<file path="src/hdl/tsts_pkg.sv">
// shared types and constants for the two-segment trailer stack
// no dependencies; used by every module of the block
package tsts_pkg;

  // field widths fixed by the request and result formats
  localparam int unsigned OP_W     = 3;
  localparam int unsigned WORD_W   = 32;
  localparam int unsigned STATUS_W = 2;
  localparam int unsigned COUNT_W  = 41;
  localparam int unsigned CFG_W    = 9;
  localparam int unsigned ALIGN_W  = 2;

  // segment size after reset
  localparam logic [CFG_W-1:0] SEG_SIZE_RESET = 9'd256;

  // opcodes
  localparam logic [OP_W-1:0] OP_PUSH      = 3'd0;
  localparam logic [OP_W-1:0] OP_POP       = 3'd1;
  localparam logic [OP_W-1:0] OP_PEEK      = 3'd2;
  localparam logic [OP_W-1:0] OP_DROP_ALL  = 3'd3;
  localparam logic [OP_W-1:0] OP_SAVE      = 3'd4;
  localparam logic [OP_W-1:0] OP_CHECK     = 3'd5;

  // status codes
  localparam logic [STATUS_W-1:0] ST_OK         = 2'd0;
  localparam logic [STATUS_W-1:0] ST_RESTORE    = 2'd1;
  localparam logic [STATUS_W-1:0] ST_NO_MORE    = 2'd2;
  localparam logic [STATUS_W-1:0] ST_NO_TRAILER = 2'd3;

  // alignment targets
  localparam logic [ALIGN_W-1:0] ALIGN_NONE = 2'd0;
  localparam logic [ALIGN_W-1:0] ALIGN_LOW  = 2'd1;
  localparam logic [ALIGN_W-1:0] ALIGN_HIGH = 2'd2;

  // one stored pair, vertex in the low half
  typedef struct packed {
    logic [WORD_W-1:0] index;
    logic [WORD_W-1:0] vertex;
  } pair_t;

  localparam int unsigned PAIR_W = $bits(pair_t);

  // request payload
  typedef struct packed {
    logic [OP_W-1:0]   opcode;
    logic [WORD_W-1:0] push_vertex;
    logic [WORD_W-1:0] push_index;
  } req_t;

  // result payload
  typedef struct packed {
    logic [STATUS_W-1:0] status;
    logic                entry_valid;
    logic [WORD_W-1:0]   out_vertex;
    logic [WORD_W-1:0]   out_index;
    logic                aligned;
    logic                empty_res;
    logic [COUNT_W-1:0]  stored_count;
    logic [WORD_W-1:0]   trailers_now;
  } res_t;

endpackage

</file>
<file path="src/hdl/tsts_count.sv">
// stored entry count: trailers times segment size plus both fills
// registered multiply stage followed by the add; depends on tsts_pkg
module tsts_count #(
  parameter int unsigned FW = 9
) (
  input  logic                           clk,
  input  logic [tsts_pkg::WORD_W-1:0]    trailers,
  input  logic [FW-1:0]                  size,
  input  logic [FW-1:0]                  low_fill,
  input  logic [FW-1:0]                  high_fill,
  output logic [tsts_pkg::COUNT_W-1:0]   count
);

  localparam int unsigned PROD_W = tsts_pkg::WORD_W + FW;

  logic [PROD_W-1:0] prod;
  logic [FW:0]       fill_sum;

  // product and fill sum registered together
  always_ff @(posedge clk) begin
    prod     <= PROD_W'(trailers) * PROD_W'(size);
    fill_sum <= (FW+1)'(low_fill) + (FW+1)'(high_fill);
  end

  // final add, truncated to the count width
  assign count = tsts_pkg::COUNT_W'(prod) + tsts_pkg::COUNT_W'(fill_sum);

endmodule

</file>
<file path="config.mk">
export PLATFORM = sky130hd
export DESIGN_NAME = tsts_count
export DESIGN_NICKNAME = d
export VERILOG_FILES = /design/src/hdl/tsts_pkg.sv /design/src/hdl/tsts_count.sv
export SDC_FILE = /design/constraint.sdc
export NUM_CORES = 1
export LEC_CHECK = 0
export BUFFER_PORTS_ARGS = -buffer_cell sky130_fd_sc_hd__buf_2
export CORE_AREA = 4 4 133 186
export CTS_CLUSTER_SIZE = 16
export DETAILED_ROUTE_END_ITERATION = 10
export DIE_AREA = 0 0 137 190
export GPL_TIMING_DRIVEN = 0
export PLACE_DENSITY = 0.79
export SLEW_MARGIN = 20
export SYNTH_ARGS = -nofsm -noshare
export SYNTH_HDL_FRONTEND = slang
export SYNTH_SLANG_ARGS = --single-unit
</file>
<file path="constraint.sdc">
create_clock -name clk -period 8.1 [get_ports clk]
set_clock_uncertainty 0.1 [all_clocks]
set_input_delay 2.43 -clock clk [delete_from_list [all_inputs] [get_ports clk]]
set_output_delay 2.43 -clock clk [all_outputs]
set_load 0.005 [all_outputs]
</file>
-- Yosys cells after proc, flatten, opt, wreduce, memory -nomap -nowiden
Index checks and enable logic that the tools add are counted.
- bits in registers: 51
- input bits: 60
- output and inout port bits: 41
- word-level logic and storage cells: 5
- $add $sub $neg: 2
- multipliers: 1
- operator list (operator ; number):
    $add A41 B10 Y41 ; 1
    $mul A32 B9 Y41 ; 1
    $add A9 B9 Y10 ; 1

-- Longest topological paths before layout
- word-level depth: 1
- gate-level depth with buffers: 20
- depth with buffers taken out: 19

-- Least setup slack after synthesis
No wires, ideal clock.
- path type: input port to flip-flop
- start point: input port size[0]
- end point: register prod[40]
- library setup time: 0.118 ns
- arrival time: 6.803 ns
- data required time: 7.882 ns
- slack: 1.079 ns
- cell stages on the path: 18
- buffers on the path: 1
- cell sequence: clkbuf_1 > nand2_1 > fa_1 > inv_1 > fa_1 > inv_1 > fa_1 > fa_1 > inv_1 > ha_1 > o211ai_2 > a21oi_2 > o311a_1 > o2111a_1 > o2111ai_2 > nand3_2 > a221o_1 > xnor2_1
- cells in the longest elaborated chain, start to end: 1
- ends and longest elaborated chain (element ; line ; text):
    start: declaration ; tsts_count.sv:8 ; input logic [FW-1:0] size,
    $mul A32 B9 Y41 ; tsts_count.sv:21 ; prod <= PROD_W'(trailers) * PROD_W'(size);
    end signal: assignment ; tsts_count.sv:21 ;
    end: declaration ; tsts_count.sv:16 ; logic [PROD_W-1:0] prod;
Every way passes these cells.

-- Final worst setup path
- start point: input port size[2]
- end point: register prod[40]
The elaborated chain is that of the path after synthesis.

==> impl_metrics.ini <==
[synthesis]
ys.flop_type = dfxtp_1
synth-edff-count = 0
syn_nets = 1661
yosysSeqAreaShare_pct = 8.99
yosysMostFrequentCell = inv_1
ys_top_cells_by_count = 257 x inv_1, 213 x fa_1, 181 x and2_1
yosys.cell_types.count = 57
syn_area_per_cell_sq_um = 8.68
ys_async_sr_fraction_pct = 0
ys_ff_latch = 51
yosysTopAreaCellShare_pct = 37.6
synthCells = 1308
synthTopCellsByArea = fa_1 38%, and2_1 10%, dfxtp_1 9.0%, ha_1 8.8%, inv_1 8.5%
netlist_area_sq_mm = 0.0114
ys_warn_count = 0
yosys.area.top_type = fa_1

[floorplan]
die_h_microns = 190
start_util_pct = 49.1
core-area_sq_mm = 0.0231
rows = 66
die_area_sq_mm = 0.0260
ios = 101
die_w_microns = 137

[pwr]
p_int_mw = 2.06
seqPwrFrac_pct = 11.2
ir_drop_uv = 300
switching_share_pct = 52.0
power_density_mw_per_mm2 = 348
p_clk_share_pct = 4.7
leakage_nw = 6.40
power_frac_comb_pct = 84.1
finalPower_mw = 4.30
netSwitchingPower_mw = 2.24

[timing]
setup_tns_ns = 0
hold_viol = 0
final.setup.worst_slack_ns = 0.482
maxSlewViolCount = 0
rsz0062_at_grt = false
tightest_slew_ns = 0.719
setup_viol_count_final = 0
fin_worst_hold_slack_ns = 2.25
fin_crit_sh_pct = 94.0
slew_headroom_pct = 52.0
period_needed_ns = 7.62
fmax_mhz = 131

[finish]
antenna_cells = 0
fin_util_pct = 53.5
num-nets-final = 1764
drive_gt1_share_pct = 8.07
fin_area_sq_mm = 0.0124
layout.cells.non_filler = 1718
area_growth_pct = 8.85

[clock_tree]
cts_tree = done
cts-resized-gates = 0
clock_sinks = 51
clk_pin_slew_ns = 0.06
htree_num_levels = 2
clockRootBuffer = clkbuf_16
cts_made_buffers = 5
postCtsSetupBuffers = 0
hold_buffers = 0
clk_path_buf_depth = 2

[setup_path]
end_kind = flip-flop
startpoint_type = primary input
critPathKind = in -> reg
worst_ep_required_time_ns = 8.20
cp.arrival_ns = 7.71
critPathMaxFanout = 10

[global_route]
antenna_found_initial = 1
gr-usage-all-layers_pct = 23.2
grt_pass1_vias = 10100
grt.overflow.total = 0
grt_max_degree = 16
grt_pass1_wl_mm = 48.0

[run_status]
status = finished clean

[drt]
vias_per_cell = 5.34
wirelength_mm = 28.5
vias = 9178
dr.pass1.iters = 5
drt_iter0_drc = 515
drtAntennaViolNets = 0
wl_per_cell_microns = 16.6
drc = 0

[placement]
pre_cts_ws_ns = 0.248
dpl-instance-area_sq_mm = 0.0122
hpwl_mm = 24.4
port-buffer-count = 96
routabilityCongestion = 0.939
placed_cells = 1710

[min_path]
min_path_type = in -> reg

[run]
cap_viol_max_count = 0
==> cells in the final DEF (no fill, tap or decap), types with 2 or more instances in the layout <==
cell,instances
o21ai_1,3
nor4_1,2
nand2_1,152
o31ai_1,2
and4_1,8
clkbuf_16,5
a21oi_1,48
a21oi_2,3
nand3_1,17
mux2i_1,2
xor2_1,29
xnor2_1,47
a21boi_0,2
buf_2,97
a31oi_1,4
and2_1,181
o221ai_1,2
and3_1,15
nand4_1,4
fa_1,213
nor2_1,30
o211ai_1,4
inv_1,257
nand2b_1,6
clkbuf_1,42
nor3_1,13
ha_1,80
or2_1,2
a211oi_1,2
o21bai_1,7
a21o_1,22
o21a_1,5
dfxtp_1,51
o21ai_0,18
nor2b_1,7
nor3b_1,4
or3_1,3
==> worst paths after layout <==
check / startpoint / end / cells past startpoint
max: size[2] / prod[40]$_DFF_P_ / 19
min: high_fill[0] / fill_sum[0]$_DFF_P_ / 2
==> critical path: stages <==
cell and delay [ns]:
buf_2 0.17, clkbuf_1 0.57, nand2_1 0.17, fa_1 0.53
inv_1 0.06, fa_1 0.49, fa_1 0.55, inv_1 0.05
fa_1 0.56, inv_1 0.07, ha_1 0.36, and3_1 0.25
nand3_1 0.09, o211ai_1 0.14, o2111a_1 0.31, o2111ai_2 0.21
nand3_2 0.14, a221o_1 0.33, xnor2_1 0.24
==> cell families (layout without fill, tap and decap cells) <==
family | count (synthesis) | count (layout) | share of synthesized area (%)
adders and majority gates | 293 | 293 | 46.4
AOI/OAI and AO/OA | 139 | 139 | 8.10
DFF | 51 | 51 | 8.99
buffers and inverters | 299 | 403 | 9.90
and+or+nand+nor | 448 | 448 | 20.6
muxes | 2 | 2 | 0.176
xor gates and xnor gates | 76 | 76 | 5.86
==> power groups by stage <==
| stage | logic (mW) | registers, mW | clock network, mW |
|---|---|---|---|
| final | 3.62 | 0.481 | 0.202 |
| after global routing | 4.09 | 0.494 | 0.218 |
| after floorplan | 2.65 | 0.468 | 0 |
| after CTS | 3.63 | 0.481 | 0.206 |
| after detailed placement | 3.61 | 0.486 | 0 |
| after global placement | 3.52 | 0.483 | 0 |
==> sequential cells by signal (all words and copies together) (netlist names) <==
signal,count
fill_sum,10
prod,41
==> per-layer routing <==
layer / vias up / track usage, % / part of all wire (%)
met5: - / 0 / 0
met4: 0 / 12.2 / 6.1
met3: 97 / 3.15 / 5.6
met2: 307 / 44.3 / 54
met1: 4569 / 24.0 / 34
li1: 4205 / - / -
==> cell type report <==
class                   instances  area, sq um
flip-flops and latches         51         1020
inverters                     257          965
clock inverters                 2         12.5
plain buffers                  42          159
repair buffers                 96          480
multi-input cells             958         9210
well taps                     306          383
fillers                      2122        10800
clock buffers                   6          129
Power figures use the tool's default switching activity.
